[config.mk]
export PLATFORM = sky130hd
export DESIGN_NAME = mm3_queue
export DESIGN_NICKNAME = d
export VERILOG_FILES = /design/src/rtl/mm3_pkg.sv /design/src/rtl/mm3_queue.sv
export SDC_FILE = /design/constraint.sdc
export NUM_CORES = 1
export LEC_CHECK = 0
export BUFFER_PORTS_ARGS = -buffer_cell sky130_fd_sc_hd__buf_2
export CAP_MARGIN = 15
export CORE_UTILIZATION = 55
export CTS_CLUSTER_SIZE = 20
export DETAILED_ROUTE_END_ITERATION = 10
export GPL_TIMING_DRIVEN = 0
export PLACE_DENSITY_LB_ADDON = 0.12
export SETUP_SLACK_MARGIN = 0.5
export SLEW_MARGIN = 20
export SYNTH_ARGS = -nofsm -noshare
export SYNTH_HDL_FRONTEND = slang
export SYNTH_SLANG_ARGS = --single-unit
[constraint.sdc]
create_clock -name i_clk -period 4 [get_ports i_clk]
set_input_delay 0 -clock i_clk [delete_from_list [all_inputs] [get_ports i_clk]]
set_output_delay 0 -clock i_clk [all_outputs]
set_load 0.01 [all_outputs]
[src/rtl/mm3_pkg.sv]
package mm3_pkg;

    localparam int WORD_W  = 32;
    localparam int COUNT_W = 3;

    localparam logic [WORD_W-1:0] MIX_C1  = 32'hcc9e_2d51;
    localparam logic [WORD_W-1:0] MIX_C2  = 32'h1b87_3593;
    localparam logic [WORD_W-1:0] MIX_ADD = 32'he654_6b64;
    localparam logic [WORD_W-1:0] FIN_M1  = 32'h85eb_ca6b;
    localparam logic [WORD_W-1:0] FIN_M2  = 32'hc2b2_ae35;

    localparam logic [COUNT_W-1:0] FULL_BYTES = 3'd4;

    localparam int QUEUE_DEPTH_DEF = 4;

    // how the back end folds a word into the running hash
    typedef enum logic [1:0] {
        KIND_NONE,
        KIND_TAIL,
        KIND_FULL
    } t_kind;

    typedef struct packed {
        logic [WORD_W-1:0]  key;
        t_kind              kind;
        logic [COUNT_W-1:0] count;
        logic               last;
    } t_entry;

    typedef struct packed {
        logic full;
        logic empty;
    } t_q_status;

endpackage

[src/rtl/mm3_queue.sv]
module mm3_queue
    import mm3_pkg::*;
#(
    parameter int DEPTH = QUEUE_DEPTH_DEF
) (
    input  logic      i_clk,
    input  logic      i_rst_n,
    input  logic      i_push,
    input  t_entry    i_wr_entry,
    input  logic      i_pop,
    output t_entry    o_rd_entry,
    output t_q_status o_stat
);

    localparam int PTR_W = $clog2(DEPTH);
    localparam int CNT_W = $clog2(DEPTH + 1);

    t_entry             r_mem [DEPTH];
    logic [PTR_W-1:0]   r_wr_ptr;
    logic [PTR_W-1:0]   r_rd_ptr;
    logic [CNT_W-1:0]   r_count;

    function automatic logic [PTR_W-1:0] ptr_inc(input logic [PTR_W-1:0] p);
        ptr_inc = (p == PTR_W'(DEPTH - 1)) ? '0 : p + 1'b1;
    endfunction

    always_ff @(posedge i_clk) begin
        if (i_push) begin
            r_mem[r_wr_ptr] <= i_wr_entry;
        end
    end

    always_ff @(posedge i_clk) begin
        if (!i_rst_n) begin
            r_wr_ptr <= '0;
            r_rd_ptr <= '0;
            r_count  <= '0;
        end else begin
            if (i_push) begin
                r_wr_ptr <= ptr_inc(r_wr_ptr);
            end
            if (i_pop) begin
                r_rd_ptr <= ptr_inc(r_rd_ptr);
            end
            if (i_push && !i_pop) begin
                r_count <= r_count + 1'b1;
            end else if (!i_push && i_pop) begin
                r_count <= r_count - 1'b1;
            end
        end
    end

    assign o_rd_entry   = r_mem[r_rd_ptr];
    assign o_stat.full  = (r_count == CNT_W'(DEPTH));
    assign o_stat.empty = (r_count == '0);

endmodule

==> summary.txt, run 1 <==
Status
  – Outcome: completed

Clock network
  – H-tree depth: 4
  – Root buffer cell: clkbuf_8
  – Setup Fix Bufs, Post-CTS: 0
  – TritonCTS buffer count: 17
  – Longest Clk Path Bufs: 2
  – CTS Hold Bufs: 41
  – Worst skew pair latency: roughly 520 ps
  – Post-cts sizing count: 0
  – Reg clk slew, reported paths: 60 ps
  – Clock sinks: around 160
  – Clock tree from TritonCTS: yes

Floorplan
  – Core footprint: ~0.010 mm^2
  – Site Rows: 37
  – Starting Density: 57.2%
  – Die X: 106 um
  – Die area: roughly 0.011 mm^2
  – Die H: 106 um
  – Boundary Pins: between 80 and 90

Synthesis
  – Syn Inst Count: 242
  – Yosys top cell by area: edfxtp_1
  – Netlist cell types: 23
  – Seq cells post-synth: 161
  – Sequential share of the synthesized area: ~80%
  – Netlist Area Pre-Place: 0.00596 mm^2
  – Synth Warn #: 0
  – Synth Area per Inst: ~25 um^2
  – Synthesized Nets: 291
  – Area contributors post-synth: edfxtp_1 (77%), mux4_2 (14%), dfxtp_1 (3.0%)
  – Synth top area share: approximately 77%

Drt
  – Initial DRC Count: 159
  – Vias: between 2k and 3k
  – Post-route ant nets: 0
  – Post-route DRC violation count: 0
  – Post-DR vias/cell: 5.35
  – Avg WL per Cell: 18.8 um
  – Total routed wirelength: a little over 10000 um
  – TritonRoute pass-1 iters: 4

Critical path
  – Critical Path Most Common Cell: buf_2
  – Family with the most delay on the worst path: buffers and inverters
  – Crit Path Max Fanout: 10
  – RR Startpoint: r_wr_ptr[0]$_SDFFE_PN0P_
  – Crit path cell chain: buf_2 -> buf_2 -> mux4_2 -> buf_2
  – Crit path buffers/inverters: 3
  – Setup CP Type: reg -> out
  – Setup crit end kind: output port
  – Levels on crit path: 4
  – Reg2Reg Depth: 3
  – Critical Path RT: 4000 ps
  – CP Data Arrival Time: around 2000 ps
  – Worst reg2reg endpoint: r_mem[3][16]$_DFFE_PP_
  – R2R Setup Slk: 2310 ps
  – Critical path's slowest cell: mux4_2
  – Startpoint Class: flip-flop
  – CP Capture Point: o_rd_entry[3]
  – Crit-path max cell delay: 360 ps

Place
  – Buffers on Ports: between 80 and 90
  – Placed Cells: around 460
  – Detail Placement HPWL: 5990 um
  – Routability cong.: 0.667
  – DP Area: 0.00662 mm^2

STA
  – Crit share post-route: around half
  – Relative slew slack: 56.7%
  – Final TNS setup: 0 ps
  – Final Max Slew Viols: 0
  – Setup Viol. Count Final: 0
  – RSZ-0062 raised after global routing: false
  – Final Hold Viols: 0
  – Maximum clock rate: 508 MHz
  – Minimum clock period: about 2000 ps
  – Worst Tran Pin Value: 649 ps
  – Worst Skew: 4.26 ps

Job
  – Max_cap viols: 0

GRT
  – Global-route wire length before repair: about 16000 um
  – GR Overflow Total: 0
  – Number of global-route vias before repair: 3136
  – Antenna violations before repair: 0
  – Gr usage total: 20.6%
  – Largest net degree at the start of global routing: 24

Pwr
  – Power Dens Cells: 530 mW/mm^2
  – Peak supply drop: 0.302 mV
  – Final Power: 4.07 mW
  – Lkg Pwr: 2.70 nW

Worst hold path
  – Hold Crit Start: i_wr_entry[11]
  – Hold Crit Class: in -> reg

Finish
  – Antenna cells: 0
  – Layout cells sized above 1: 40.8%
  – P&R area growth vs syn: 29.1%
  – Nets@finish: roughly 440
  – Layout Cells excl Fill: between 500 and 600
  – Filler cells: 616
  – Post-Layout Inst Area: ~0.0077 mm^2
[layout by cell type (no fill, tap or decap), drive strengths merged]
cell / count
a21boi: 1
nor2b: 5
dlygate4sd3: 41
ha: 6
edfxtp: 152
inv: 5
xor2: 1
fa: 1
nor2: 1
o21ai: 1
dfxtp: 9
xnor2: 1
nor3b: 1
bufinv: 6
mux2i: 4
clkbuf: 19
mux4: 38
clkinvlp: 1
and2: 5
clkinv: 6
or3: 1
o21a: 1
buf: 92
nor3: 2
[power by group]
group	leakage (nW)	switching, mW	internal, mW	total, mW
clock	0.314	0.616	1.14	1.75
combinational	0.919	0.178	0.188	0.366
sequential	1.47	0.0242	1.93	1.95
[routing by layer]
metal | share of wire (%) | up-vias | global-route usage [%]
met5 | 0 | - | 0
met2 | 52 | 85 | 34.7
li1 | - | 1309 | -
met4 | 1.8 | 0 | 8.93
met3 | 4.5 | 18 | 6.13
met1 | 41 | 1453 | 24.8
[synthesized netlist by cell type]
master,instances
edfxtp_1,152
mux4_2,38
dfxtp_1,9
ha_1,6
and2_1,5
nor2b_1,5
inv_1,4
mux2i_1,4
buf_2,3
buf_12,2
nor3_1,2
a21boi_0,1
buf_4,1
buf_6,1
clkbuf_1,1
fa_1,1
nor2_1,1
nor3b_1,1
o21a_1,1
o21ai_0,1
or3_1,1
xnor2_1,1
xor2_1,1
[logic make-up after synthesis]
kind of cell / Yosys count / synth area share (%)
buffers and inverters: 12 / 1.55
DFF: 161 / 79.7
adders and majority gates: 7 / 1.60
xor gates and xnor gates: 2 / 0.294
muxes: 42 / 15.0
AOI/OAI and AO/OA: 3 / 0.336
and+or+nand+nor: 15 / 1.51
[flip-flops by register name, summed over array words and instances (netlist names), named ones only]
name / cells
r_mem: 152
r_count: 3
r_rd_ptr: 2
r_wr_ptr: 2
[worst min-delay path by stage]
stage                                         to  slack, ps  cells past startpoint
final                     r_mem[2][11]$_DFFE_PP_        230                      2
after global routing      r_mem[0][37]$_DFFE_PP_        210                      2
after global placement    r_mem[1][24]$_DFFE_PP_        210                      1
after detailed placement  r_mem[1][36]$_DFFE_PP_        220                      1
after CTS                 r_mem[2][23]$_DFFE_PP_        200                      2
after floorplan            r_mem[0][0]$_DFFE_PP_        100                      0
[area by class of cell]
type	instances	area (um^2)	share of cell area (%)
repair buffers	126	903	11.8
clock inverters	14	235	3.06
multi-input cells	69	1120	14.6
plain buffers	8	77.6	1.01
well taps	136	170	2.21
flip-flops and latches	161	4740	61.7
inverters	4	15.0	0.195
clock buffers	18	418	5.44
[through the flow]
| step | util, % | setup WS (ps) | hold WS [ps] |
|---|---|---|---|
| after floorplan | - | 2130 | 98.9 |
| after global placement | 62.7 | 1440 | 211 |
| after detailed placement | 63.6 | 2300 | 215 |
| after CTS | 73.8 | 1960 | 198 |
| after global routing | 73.8 | 1920 | 214 |
| final | 73.8 | 2030 | 229 |
Power figures use the tool's default switching activity.
==> inputs of run 2 (changes only) <==
==> constraint.sdc (replaced) <==
create_clock -name i_clk -period 1.82 [get_ports i_clk]
set_input_delay 0 -clock i_clk [delete_from_list [all_inputs] [get_ports i_clk]]
set_output_delay 0 -clock i_clk [all_outputs]
set_load 0.01 [all_outputs]
==> summary.txt, run 2 (synthesis gave the netlist of run 1 again) <==
Critical path
  – Crit-path max cell delay: ~540 ps
  – Reg2Reg Depth: 4
  – Crit path cell chain: buf_12 -> buf_12 -> mux4_2 -> buf_6
  – Crit Path Max Fanout: 5
  – Setup CP Type: reg -> out
  – Setup crit end kind: output port
  – RR Startpoint: r_count[1]$_SDFFE_PN0P_
  – R2R Setup Slk: between 400 and 500 ps
  – Critical Path RT: 1820 ps
  – Critical path's slowest cell: mux4_2
  – CP Data Arrival Time: 1820 ps
  – Family with the most delay on the worst path: multiplexers
  – Worst reg2reg endpoint: r_count[2]$_SDFFE_PN0P_
  – Startpoint Class: flip-flop
  – Critical Path Most Common Cell: buf_12
  – Crit path buffers/inverters: 3

Job
  – Max_cap viols: 0

Finish
  – Most frequent cells in the layout: edfxtp_1 (152), buf_2 (58), dlygate4sd3_1 (41), mux4_2 (38), buf_6 (24)
  – Biggest register: r_mem
  – Post-Layout Inst Area: 0.00827 mm^2
  – Regs by FF count: r_mem: 152 flops, r_count: 3 flops
  – Layout cells sized above 1: around 48%
  – Commonest non-fill, non-tap cell in the layout: edfxtp_1
  – Antenna cells: 0
  – Filler cells: 530
  – Layout Cells excl Fill: 561
  – Max reg flops: 152
  – P&R area growth vs syn: 38.8%
  – Nets@finish: 461

GRT
  – Largest net degree at the start of global routing: 20
  – Number of global-route vias before repair: 3199
  – Antenna violations before repair: 0
  – GR Overflow Total: 0
  – Gr usage total: 21.1%
  – Global-route wire length before repair: between 15000 and 20000 um

Pwr
  – Combinational share of power: 12.0%
  – Lkg Pwr: 2.92 nW
  – Peak supply drop: 0.667 mV
  – Clock Power Share: 40.0%
  – Internal power: roughly 7.1 mW
  – Reported net switching power: between 1.5 and 2 mW
  – Final Power: 8.95 mW
  – Flop pwr share: 48.0%
  – Switching Fraction: about 21%
  – Power Dens Cells: 1080 mW/mm^2

STA
  – Final Max Slew Viols: 0
  – Crit share post-route: 100%
  – Maximum clock rate: between 500 and 600 MHz
  – Worst Tran Pin Value: 291 ps
  – Setup Viol. Count Final: 1
  – Final Hold Viols: 0
  – Relative slew slack: 80.4%
  – Minimum clock period: ~1800 ps
  – Worst Skew: 8.21 ps
  – Setup slack after layout: -0.190 ps
  – RSZ-0062 raised after global routing: true

Floorplan
  – Site Rows: 37
  – Die X: 106 um
  – Boundary Pins: 82
  – Starting Density: between 50% and 60%
  – Die area: 0.0112 mm^2
  – Die H: approximately 110 um
  – Core footprint: 0.0104 mm^2

Drt
  – Post-DR vias/cell: around 5.3
  – TritonRoute pass-1 iters: 4
  – Vias: 3001
  – Initial DRC Count: 186
  – Post-route DRC violation count: 0
  – Avg WL per Cell: 19.9 um
  – Post-route ant nets: 0
  – Total routed wirelength: 11200 um

Place
  – Buffers on Ports: a little over 80
  – Routability cong.: 0.655
  – Placed Cells: 459
  – Detail Placement HPWL: 5590 um
  – DP Area: 0.00655 mm^2

Clock network
  – Reg clk slew, reported paths: 60 ps
  – Clock sinks: 161
  – Clock tree from TritonCTS: yes
  – Longest Clk Path Bufs: 2
  – Root buffer cell: clkbuf_8
  – TritonCTS buffer count: 17
  – H-tree depth: 4
  – Worst skew pair latency: 520 ps

Worst hold path
  – Hold depth: 3
  – Hold Crit Class: in -> reg
  – Worst hold endpoint: r_mem[1][30]$_DFFE_PP_
  – Hold Crit Start: i_push

Status
  – Failing checks: setup timing
  – Outcome: finished with violations
## run 2: cell count changes in the layout (fill, tap and decap cells not counted), sizes merged
cell | previous run | this run
inv | 5 | 4
clkinvlp | 1 | 3
clkinv | 6 | 3
bufinv | 6 | 4
and2 | 5 | 9
clkbuf | 19 | 26
buf | 92 | 110
## run 2: worst min-delay path, cell delays in order
cell	delay, ps
buf_2	170
and2_4	190
buf_12	130
## run 2: power by group through the flow
stage | Clock [mW] | Sequential (mW) | Combinational (mW)
6_report | 3.58 | 4.30 | 1.07
5_1_grt | 3.78 | 4.31 | 1.14
4_1_cts | 3.64 | 4.30 | 0.996
3_5_place_dp | 0 | 4.37 | 0.728
3_3_place_gp | 0 | 4.36 | 0.713
2_1_floorplan | 0 | 4.35 | 0.447
## run 2: how the worst max path moves through the flow
| stage | startpoint | cells after the start | end | slack (ps) |
|---|---|---|---|---|
| after floorplan | r_count[1]$_SDFFE_PN0P_ | 4 | r_count[2]$_SDFFE_PN0P_ | 510 |
| after global placement | r_wr_ptr[0]$_SDFFE_PN0P_ | 2 | r_mem[3][9]$_DFFE_PP_ | 300 |
| after detailed placement | i_pop | 8 | r_count[2]$_SDFFE_PN0P_ | 280 |
| after CTS | flip-flop | 4 | o_rd_entry[14] | -50 |
| after global routing | flip-flop | 4 | o_rd_entry[21] | -60 |
| final | flip-flop | 4 | o_rd_entry[14] | -0.2 |
## run 2: layout make-up
class,count,area [um^2],area share [%]
Sequential cell,161,4750,57.5
Clock buffer,22,443,5.36
Clock inverter,10,161,1.95
Multi-Input combinational cell,73,1200,14.5
Timing Repair Buffer,147,1420,17.1
Buffer,8,108,1.30
Tap cell,136,170,2.06
Inverter,4,15.0,0.182
## run 2: per-stage QoR
step	TNS, ps	worst slack (ps)	hold slack (ps)	utilization, %
6_report	-0.190	-0.190	139	79.4
4_1_cts	-383	-45.1	91.9	77.7
3_5_place_dp	0	281	217	62.8
2_1_floorplan	0	514	98.9	-
5_1_grt	-1630	-62.4	128	79.4
3_3_place_gp	0	304	211	62.8
## run 2: routing by layer
| metal | track usage [%] | wire [um] | up-vias |
|---|---|---|---|
| met5 | 0 | 0 | - |
| met3 | 5.70 | 447 | 18 |
| met4 | 7.94 | 164 | 0 |
| li1 | - | - | 1368 |
| met1 | 26.9 | 4780 | 1535 |
| met2 | 35.2 | 5770 | 80 |
## run 2: what timing repair did
item / 4_1_cts / 5_1_grt
cloned: 4 / 3
hold buffers: 41 / 1
pin swaps: 2 / 1
endpoints found under the hold margin: 161 / 4
setup endpoints to repair: 191 / 120
resized for setup: 34 / 20
setup buffers: 21 / 1
